--- src/rtl/pitch_event_note_segmenter_top_macros.svh ---
// Assertion macros shared by the pitch event note segmenter RTL.
`ifndef PITCH_EVENT_NOTE_SEGMENTER_TOP_MACROS_SVH
`define PITCH_EVENT_NOTE_SEGMENTER_TOP_MACROS_SVH

`ifndef SYNTHESIS
`define SEG_ASSERT_IMPL(label, clk, rst_n, ante, cons) \
    label: assert property (@(posedge clk) disable iff (!rst_n) (ante) |-> (cons)) \
        else $error("segmenter check failed");
`define SEG_ASSERT_NEXT(label, clk, rst_n, ante, cons) \
    label: assert property (@(posedge clk) disable iff (!rst_n) (ante) |=> (cons)) \
        else $error("segmenter check failed");
`else
`define SEG_ASSERT_IMPL(label, clk, rst_n, ante, cons)
`define SEG_ASSERT_NEXT(label, clk, rst_n, ante, cons)
`endif

`endif

--- src/rtl/pens_pkg.sv ---
// Types and constants of the pitch event note segmenter.
package pens_pkg;

    localparam int PITCH_W = 15;
    localparam int FIELD_W = 16;
    localparam int NOTE_W  = 7;
    localparam int CFG_W   = 16;

    localparam logic CFG_PITCH_TOL = 1'b0;
    localparam logic CFG_MAX_CAND  = 1'b1;

    localparam logic OP_EVENT = 1'b0;
    localparam logic OP_FLUSH = 1'b1;

    localparam logic [PITCH_W-1:0] TOL_RESET  = 15'd128;
    localparam logic [FIELD_W-1:0] MAXD_RESET = 16'd50;
    localparam logic [NOTE_W-1:0]  NOTE_MAX   = 7'd127;

    typedef struct packed {
        logic               op;
        logic [PITCH_W-1:0] pitch;
        logic [FIELD_W-1:0] event_duration;
        logic [FIELD_W-1:0] event_pause;
    } evt_t;

    typedef struct packed {
        logic [NOTE_W-1:0]  note_number;
        logic [PITCH_W-1:0] mean_pitch;
        logic [FIELD_W-1:0] note_duration;
        logic [FIELD_W-1:0] note_pause;
    } note_t;

endpackage

--- src/rtl/pitch_event_note_segmenter_top.sv ---
// Top level of the pitch event note segmenter.
//
// Pitch events and flush requests arrive on the evt channel; finished notes
// leave on the note channel. A transaction completes at a rising edge where
// valid is high and stall is low on that channel.
// The block works on one transaction at a time and stalls the evt channel
// until it is done. A flush, a pause, a new candidate or a closing pitch is
// decided in the DECIDE state that follows acceptance, which is also where
// its note is loaded into the output register. A merge keeps the block busy
// after acceptance for the decision, two passes through the shared
// multiplier, one add, a restoring divider that yields one bit of the mean
// pitch per cycle, and the final update.
// A merge with zero total duration skips the divider.
// A waiting note does not block the next event, but the block holds in its
// emitting step while the output register is still occupied.
// Reset sets pitch_tolerance to 128, max_candidate_duration to 50 and
// clears both notes. The configuration port writes one register per cycle
// and is to be used only while the block is idle.
module pitch_event_note_segmenter_top #(
    parameter int DURATION_BITS   = 16,
    parameter int PITCH_FRAC_BITS = 8
) (
    input  logic                       clk,
    input  logic                       rst_n,
    input  logic                       evt_valid,
    output logic                       evt_stall,
    input  pens_pkg::evt_t             evt,
    output logic                       note_valid,
    input  logic                       note_stall,
    output pens_pkg::note_t            note,
    input  logic                       cfg_we,
    input  logic                       cfg_index,
    input  logic [pens_pkg::CFG_W-1:0] cfg_data
);

`include "pitch_event_note_segmenter_top_macros.svh"

    localparam int DB  = DURATION_BITS;
    localparam int PW  = pens_pkg::PITCH_W;
    localparam int FW  = pens_pkg::FIELD_W;
    localparam int MW  = PW + DB;
    localparam int NW  = DB + 16;
    localparam int CW  = (DB > FW) ? DB : FW;
    localparam int XW  = 17;
    localparam logic [XW-1:0] FRAC_MASK = (XW'(1) << PITCH_FRAC_BITS) - XW'(1);
    localparam logic [XW-1:0] FRAC_HALF = XW'(1) << (PITCH_FRAC_BITS - 1);
    localparam logic [3:0]    DIV_LAST  = 4'(PW - 1);

    typedef enum logic [2:0] {
        IDLE,
        DECIDE,
        MUL_P,
        MUL_E,
        ACCUM,
        DIVIDE,
        FINISH
    } state_t;

    state_t              state_reg, state_next;
    logic [PW-1:0]       tol_reg, tol_next;
    logic [FW-1:0]       maxd_reg, maxd_next;
    logic                active_reg, active_next;
    logic [PW-1:0]       cur_pitch_reg, cur_pitch_next;
    logic [DB-1:0]       cur_dur_reg, cur_dur_next;
    logic [PW-1:0]       cand_pitch_reg, cand_pitch_next;
    logic [DB-1:0]       cand_dur_reg, cand_dur_next;
    logic                op_reg, op_next;
    logic [PW-1:0]       e_reg, e_next;
    logic [DB-1:0]       n_reg, n_next;
    logic [FW-1:0]       pause_reg, pause_next;
    logic                tgt_cand_reg, tgt_cand_next;
    logic [MW-1:0]       prod_reg, prod_next;
    logic [DB:0]         den_reg, den_next;
    logic [NW-1:0]       num_reg, num_next;
    logic [NW-1:0]       dvs_reg, dvs_next;
    logic [PW-1:0]       quo_reg, quo_next;
    logic [3:0]          cnt_reg, cnt_next;
    logic                out_valid_reg, out_valid_next;
    pens_pkg::note_t     out_data_reg, out_data_next;

    logic [DB-1:0]       n_clip;
    logic [PW-1:0]       diff_cand, diff_cur;
    logic                near_cand, near_cur;
    logic [DB:0]         fold_sum;
    logic [DB-1:0]       fold_dur;
    logic [DB-1:0]       den_sat;
    logic                out_free;
    logic [PW-1:0]       p_sel;
    logic [DB-1:0]       d_sel;
    logic [PW-1:0]       mul_a;
    logic [DB-1:0]       mul_b;
    logic [MW-1:0]       mul_y;
    logic [NW:0]         sub_y;
    logic                sub_ge;
    logic [XW-1:0]       px, ip_raw, frac, ip_rnd;
    logic                rnd_up;
    logic [pens_pkg::NOTE_W-1:0] note_num;
    logic                emit_step;

    if (DB >= FW) begin : g_dur_wide
        assign n_clip = DB'(evt.event_duration);
    end else begin : g_dur_narrow
        assign n_clip = (|evt.event_duration[FW-1:DB]) ? '1 : evt.event_duration[DB-1:0];
    end

    assign diff_cand = (e_reg > cand_pitch_reg) ? (e_reg - cand_pitch_reg)
                                                : (cand_pitch_reg - e_reg);
    assign diff_cur  = (e_reg > cur_pitch_reg) ? (e_reg - cur_pitch_reg)
                                               : (cur_pitch_reg - e_reg);
    assign near_cand = diff_cand < tol_reg;
    assign near_cur  = diff_cur < tol_reg;

    assign fold_sum = {1'b0, cur_dur_reg} + {1'b0, cand_dur_reg};
    assign fold_dur = fold_sum[DB] ? '1 : fold_sum[DB-1:0];
    assign den_sat  = den_reg[DB] ? '1 : den_reg[DB-1:0];

    assign out_free = !out_valid_reg || !note_stall;

    assign p_sel = tgt_cand_reg ? cand_pitch_reg : cur_pitch_reg;
    assign d_sel = tgt_cand_reg ? cand_dur_reg : cur_dur_reg;

    assign mul_a = (state_reg == MUL_E) ? e_reg : p_sel;
    assign mul_b = (state_reg == MUL_E) ? n_reg : d_sel;
    assign mul_y = MW'(mul_a) * MW'(mul_b);

    assign sub_y  = {1'b0, num_reg} - {1'b0, dvs_reg};
    assign sub_ge = !sub_y[NW];

    assign px     = XW'(cur_pitch_reg);
    assign ip_raw = px >> PITCH_FRAC_BITS;
    assign frac   = px & FRAC_MASK;
    assign rnd_up = (frac > FRAC_HALF) || ((frac == FRAC_HALF) && ip_raw[0]);
    assign ip_rnd = ip_raw + XW'(rnd_up);
    assign note_num = (ip_rnd > XW'(pens_pkg::NOTE_MAX)) ? pens_pkg::NOTE_MAX
                                                         : ip_rnd[pens_pkg::NOTE_W-1:0];

    always_comb
    begin
        logic          emit_req;
        logic [DB-1:0] emit_dur;
        logic [FW-1:0] emit_pause;
        logic [PW-1:0] new_p;

        state_next      = state_reg;
        tol_next        = tol_reg;
        maxd_next       = maxd_reg;
        active_next     = active_reg;
        cur_pitch_next  = cur_pitch_reg;
        cur_dur_next    = cur_dur_reg;
        cand_pitch_next = cand_pitch_reg;
        cand_dur_next   = cand_dur_reg;
        op_next         = op_reg;
        e_next          = e_reg;
        n_next          = n_reg;
        pause_next      = pause_reg;
        tgt_cand_next   = tgt_cand_reg;
        prod_next       = prod_reg;
        den_next        = den_reg;
        num_next        = num_reg;
        dvs_next        = dvs_reg;
        quo_next        = quo_reg;
        cnt_next        = cnt_reg;
        out_valid_next  = out_valid_reg;
        out_data_next   = out_data_reg;
        emit_req        = 1'b0;
        emit_dur        = cur_dur_reg;
        emit_pause      = '0;
        new_p           = den_reg == '0 ? p_sel : quo_reg;

        if (out_valid_reg && !note_stall)
        begin
            out_valid_next = 1'b0;
        end

        if (cfg_we)
        begin
            unique case (cfg_index)
                pens_pkg::CFG_PITCH_TOL: tol_next  = cfg_data[PW-1:0];
                pens_pkg::CFG_MAX_CAND:  maxd_next = cfg_data[FW-1:0];
                default: ;
            endcase
        end

        unique case (state_reg)
            IDLE:
            begin
                if (evt_valid)
                begin
                    op_next    = evt.op;
                    e_next     = evt.pitch;
                    n_next     = n_clip;
                    pause_next = evt.event_pause;
                    state_next = DECIDE;
                end
            end

            DECIDE:
            begin
                if (op_reg == pens_pkg::OP_FLUSH)
                begin
                    emit_req = CW'(fold_dur) > CW'(maxd_reg);
                    emit_dur = fold_dur;
                    if (!emit_req || out_free)
                    begin
                        cur_dur_next  = emit_req ? '0 : fold_dur;
                        cand_dur_next = '0;
                        active_next   = 1'b0;
                        state_next    = IDLE;
                    end
                end
                else if (pause_reg != '0)
                begin
                    emit_req   = 1'b1;
                    emit_dur   = fold_dur;
                    emit_pause = pause_reg;
                    if (out_free)
                    begin
                        cur_dur_next  = '0;
                        cand_dur_next = '0;
                        active_next   = 1'b0;
                        state_next    = IDLE;
                    end
                end
                else if (active_reg && near_cand)
                begin
                    tgt_cand_next = 1'b1;
                    state_next    = MUL_P;
                end
                else if (active_reg && near_cur)
                begin
                    cur_dur_next  = fold_dur;
                    cand_dur_next = '0;
                    active_next   = 1'b0;
                    tgt_cand_next = 1'b0;
                    state_next    = MUL_P;
                end
                else if (active_reg)
                begin
                    emit_req = 1'b1;
                    emit_dur = fold_dur;
                    if (out_free)
                    begin
                        cur_dur_next  = '0;
                        cand_dur_next = '0;
                        active_next   = 1'b0;
                        state_next    = IDLE;
                    end
                end
                else if (near_cur)
                begin
                    tgt_cand_next = 1'b0;
                    state_next    = MUL_P;
                end
                else
                begin
                    cand_pitch_next = e_reg;
                    cand_dur_next   = n_reg;
                    active_next     = 1'b1;
                    state_next      = IDLE;
                end
            end

            MUL_P:
            begin
                prod_next  = mul_y;
                den_next   = {1'b0, d_sel} + {1'b0, n_reg};
                state_next = MUL_E;
            end

            MUL_E:
            begin
                prod_next  = mul_y;
                num_next   = NW'(prod_reg) + NW'(den_reg >> 1);
                state_next = ACCUM;
            end

            ACCUM:
            begin
                num_next   = num_reg + NW'(prod_reg);
                dvs_next   = NW'(den_reg) << (PW - 1);
                quo_next   = '0;
                cnt_next   = '0;
                state_next = (den_reg == '0) ? FINISH : DIVIDE;
            end

            DIVIDE:
            begin
                if (sub_ge)
                begin
                    num_next = sub_y[NW-1:0];
                end
                quo_next = {quo_reg[PW-2:0], sub_ge};
                dvs_next = dvs_reg >> 1;
                cnt_next = cnt_reg + 4'd1;
                if (cnt_reg == DIV_LAST)
                begin
                    state_next = FINISH;
                end
            end

            FINISH:
            begin
                if (tgt_cand_reg)
                begin
                    emit_req = CW'(den_sat) > CW'(maxd_reg);
                    emit_dur = cur_dur_reg;
                    if (!emit_req)
                    begin
                        cand_pitch_next = new_p;
                        cand_dur_next   = den_sat;
                        state_next      = IDLE;
                    end
                    else if (out_free)
                    begin
                        cand_pitch_next = new_p;
                        cur_pitch_next  = new_p;
                        cur_dur_next    = den_sat;
                        cand_dur_next   = '0;
                        active_next     = 1'b0;
                        state_next      = IDLE;
                    end
                end
                else
                begin
                    cur_pitch_next = new_p;
                    cur_dur_next   = den_sat;
                    state_next     = IDLE;
                end
            end

            default: state_next = IDLE;
        endcase

        if (emit_req && out_free)
        begin
            out_valid_next              = 1'b1;
            out_data_next.note_number   = note_num;
            out_data_next.mean_pitch    = cur_pitch_reg;
            out_data_next.note_duration = FW'(emit_dur);
            out_data_next.note_pause    = emit_pause;
        end
    end

    always_ff @(posedge clk or negedge rst_n)
    begin
        if (!rst_n)
        begin
            state_reg      <= IDLE;
            tol_reg        <= pens_pkg::TOL_RESET;
            maxd_reg       <= pens_pkg::MAXD_RESET;
            active_reg     <= 1'b0;
            cur_pitch_reg  <= '0;
            cur_dur_reg    <= '0;
            cand_pitch_reg <= '0;
            cand_dur_reg   <= '0;
            op_reg         <= 1'b0;
            e_reg          <= '0;
            n_reg          <= '0;
            pause_reg      <= '0;
            tgt_cand_reg   <= 1'b0;
            prod_reg       <= '0;
            den_reg        <= '0;
            num_reg        <= '0;
            dvs_reg        <= '0;
            quo_reg        <= '0;
            cnt_reg        <= '0;
            out_valid_reg  <= 1'b0;
            out_data_reg   <= '0;
        end
        else
        begin
            state_reg      <= state_next;
            tol_reg        <= tol_next;
            maxd_reg       <= maxd_next;
            active_reg     <= active_next;
            cur_pitch_reg  <= cur_pitch_next;
            cur_dur_reg    <= cur_dur_next;
            cand_pitch_reg <= cand_pitch_next;
            cand_dur_reg   <= cand_dur_next;
            op_reg         <= op_next;
            e_reg          <= e_next;
            n_reg          <= n_next;
            pause_reg      <= pause_next;
            tgt_cand_reg   <= tgt_cand_next;
            prod_reg       <= prod_next;
            den_reg        <= den_next;
            num_reg        <= num_next;
            dvs_reg        <= dvs_next;
            quo_reg        <= quo_next;
            cnt_reg        <= cnt_next;
            out_valid_reg  <= out_valid_next;
            out_data_reg   <= out_data_next;
        end
    end

    assign evt_stall  = (state_reg != IDLE);
    assign note_valid = out_valid_reg;
    assign note       = out_data_reg;
    assign emit_step  = (state_reg == DECIDE) || (state_reg == FINISH);

    `SEG_ASSERT_NEXT(a_busy_after_accept, clk, rst_n, evt_valid && !evt_stall, evt_stall)
    `SEG_ASSERT_IMPL(a_idle_cand_empty, clk, rst_n, !active_reg, cand_dur_reg == '0)
    `SEG_ASSERT_IMPL(a_note_from_emit, clk, rst_n, $rose(note_valid), $past(emit_step))

endmodule

--- config.mk ---
export PLATFORM = sky130hd
export DESIGN_NAME = pitch_event_note_segmenter_top
export DESIGN_NICKNAME = d
export VERILOG_FILES = /design/src/rtl/pens_pkg.sv /design/src/rtl/pitch_event_note_segmenter_top.sv
export VERILOG_INCLUDE_DIRS = /design/src /design/src/rtl
export SDC_FILE = /design/constraint.sdc
export NUM_CORES = 2
export LEC_CHECK = 0
export BUFFER_PORTS_ARGS = -buffer_cell sky130_fd_sc_hd__buf_2
export CORE_MARGIN = 1.5
export CORE_UTILIZATION = 56
export DETAILED_ROUTE_END_ITERATION = 6
export PLACE_DENSITY = 0.73
export SYNTH_ARGS = -nofsm -noshare
export SYNTH_HDL_FRONTEND = slang
export SYNTH_SLANG_ARGS = --single-unit
--- constraint.sdc ---
create_clock -name clk -period 11.7 [get_ports clk]
set_clock_uncertainty 0.2 [all_clocks]
set_input_delay 1.17 -clock clk [delete_from_list [all_inputs] [get_ports clk]]
set_output_delay 1.17 -clock clk [all_outputs]
set_load 0.05 [all_outputs]
==> reports/results.ini <==
[run_status]
status = finished, final reports clean

[clocking]
holdBufCountCts = 0
clock_latency_ns = 0.59
postCtsResizedCells = 0
clockBufferDepth = 3
cts_buffers = 41
clock-root-buffer = clkbuf_16
htreeDepth = 2
clk_pin_slew_ns = 0.06
tritoncts = built
cts_setup_buffers = 0
clock-sinks = 331

[setup_path]
crit_cells = 27
cpMaxStageDelayCell = o21ai_1
r2r_cells = 27
critPathMaxStageDelay_ns = 0.69
critPathTopFamily = adder cells
end_kind = flop
arrival_ns = 9.21
path_buf_inv = 6
cp.required_ns = 11.99
start_kind = flop
path_class = reg -> reg
cpMostUsedCell = fa_1
crit_fanout = 44

[routing]
post_drt_wl_per_cell_um = 20.2
viasPerCell = 5.98
vias = 27105
drtIter0Drc = 2352
drc_errors = 0
ant_nets = 0
drt_wl_total_um = 91600
first_pass_iters = 6

[yosys]
synthArstFlopShare = 1.00
synthFlopType = dfrtp_1
synth_area_um2 = 31500
synth_edf_count = 0
seq_area_frac_synth = 0.263
syn_inst = 3707
yosys_register_bits = 331
synthDistinctLibCells = 85
avgSynthCellArea_um2 = 8.51
syn_nets = 4276
yosysWarnings = 0

[die]
dieWidth_um = 240
initial_core_util = 0.569
die_area_um2 = 57800
core_area_um2 = 55400
io_pins = 126
dieHeight_um = 240
rows = 86

[timing]
fin_crit_ns = 8.91
hold_violations = 0
finalCritPeriodShare = 0.762
rsz0062_at_grt = false
worst_slew_pin_slew_ns = 1.28
slew_headroom = 0.146
drv_slew = 0
clock.fmax_mhz = 112
totalNegativeSetupSlack_ns = 0
finalSetupViolCount = 0

[power_and_ir_drop]
p_int_uw = 5090
pwr-share-comb = 0.662
p_total_uw = 10600
leakagePower_uw = 0.0169
clkPwrFrac = 0.140
p_per_area_nw_per_um2 = 307
p_sw_uw = 5460
pwr-share-seq = 0.198
swShare = 0.517
ir_drop_uv = 156

[hold_path]
hold_class = reg -> reg
whs_path_depth = 2

[placed_design]
place_area_um2 = 32800
gp_congestion = 0.978
numPortBuffers = 125
dp_hpwl_um = 71600
placed_cells = 4460

[grt]
grt_pass1_vias = 25609
antenna_found_initial = 0
grt_max_degree = 82
grt_overflow = 0
grt_pass1_wl_um = 145000
grt_usage = 0.322

[final_layout]
num-fill-cells = 4879
area_growth_pct = 9.05
final_cells = 4535
utilization = 0.621
layout.nets = 4324
largest_reg_flops = 54
layout_commonest_cell = nand2_1
antenna_cells = 0
stdcell_area_um2 = 34400
layout-drive-gt1-share = 0.104
layout_common_cells = nand2_1 (514), inv_1 (387), o21ai_0 (331), dfrtp_1 (326), ha_1 (311)

[flow_run]
drv_cap = 0

layer usage:
metal  vias to the layer above  track usage  share of wire
met4                         0        0.111          0.034
met3                       178       0.0507          0.080
li1                      12737            -              -
met2                      1017        0.484           0.44
met1                     13173        0.471           0.45
met5                         -            0              0
worst reg2reg max path, cell delays in order (launching register included):
cell and delay, ns:
dfrtp_1 0.56, nor2b_1 0.18, buf_4 0.23, nand2_2 0.46, buf_4 0.46, o21ai_1 0.70, nor2_1 0.14, fa_1 0.56
inv_1 0.05, fa_1 0.52, inv_1 0.05, fa_1 0.52, fa_1 0.45, fa_1 0.49, inv_1 0.05, fa_1 0.47
inv_1 0.04, ha_1 0.37, and4_4 0.23, a2111o_1 0.37, a221o_1 0.36, a221oi_2 0.36, nor3b_1 0.13, o21a_1 0.21
nor2_1 0.09, a21oi_1 0.08, or3_1 0.31, a31oi_1 0.16
final timing paths:
kind	from	endpoint	slack (ns)
setup reg to reg	state_reg[1]$_DFFE_PN0P_	prod_reg[30]$_DFFE_PN0P_	2.79
hold / removal	note[8]$_DFFE_PN0P_	note[8]$_DFFE_PN0P_	0.27
min in group asynchronous	rst_n	dvs_reg[11]$_DFFE_PN0P_	0.40
setup / recovery	state_reg[1]$_DFFE_PN0P_	prod_reg[30]$_DFFE_PN0P_	2.79
hold reg to reg	note[8]$_DFFE_PN0P_	note[8]$_DFFE_PN0P_	0.27
max in group asynchronous	rst_n	n_reg[6]$_DFFE_PN0P_	8.75
logic make-up after synthesis:
kind of cell             count (synthesis)  share of synthesized area
AO/OA/AOI/OAI                          925                      0.183
XOR/XNOR                               121                     0.0336
adder cells (fa/ha/maj)                499                      0.243
buffers and inverters                  547                     0.0669
flip-flops                             331                      0.263
multiplexers                           163                     0.0559
AND/OR/NAND/NOR                       1121                      0.156
cell type report:
class	instances	area (um^2)	share of cell area
clock inverters	18	332	0.00964
clock buffers	57	1240	0.0360
multi-input cells	2829	21200	0.617
flip-flops and latches	331	8290	0.241
repair buffers	165	936	0.0272
inverters	387	1450	0.0422
well taps	748	936	0.0272
cell usage after synthesis (17+ instances only):
cell	instances	area (um^2)
a211oi_1	20	150
a21o_1	94	706
a21oi_1	176	881
a31oi_1	25	156
and2_1	29	181
clkbuf_1	126	473
dfrtp_1	327	8180
fa_1	188	3760
ha_1	311	3890
inv_1	387	1450
mux2_2	106	1190
mux2i_1	57	571
nand2_1	515	1930
nand2b_1	36	225
nand3_1	86	430
nand4_1	22	138
nor2_1	288	1080
nor2b_1	27	169
nor3_1	36	180
o21a_1	70	526
o21ai_0	331	1660
o21ai_1	31	155
o21bai_1	17	128
o221ai_1	20	175
xnor2_1	79	692
xor2_1	42	368
power by group through the flow:
| stage | clock network, uW | logic, uW | registers (uW) |
|---|---|---|---|
| floorplan | 0 | 4930 | 2050 |
| global placement | 0 | 6700 | 2070 |
| detailed placement | 0 | 6800 | 2080 |
| CTS | 1490 | 6860 | 2070 |
| global route | 1530 | 7730 | 2130 |
| finish | 1480 | 6990 | 2090 |
through the flow:
| stage | setup slack (ns) | hold slack, ns |
|---|---|---|
| 5_1_grt | 2.15 | 0.292 |
| 3_5_place_dp | 2.86 | 0.255 |
| 2_1_floorplan | 3.76 | 0.233 |
| 4_1_cts | 2.82 | 0.269 |
| 6_report | 2.79 | 0.267 |
| 3_3_place_gp | 2.98 | 0.250 |
Power figures use the tool's default switching activity.
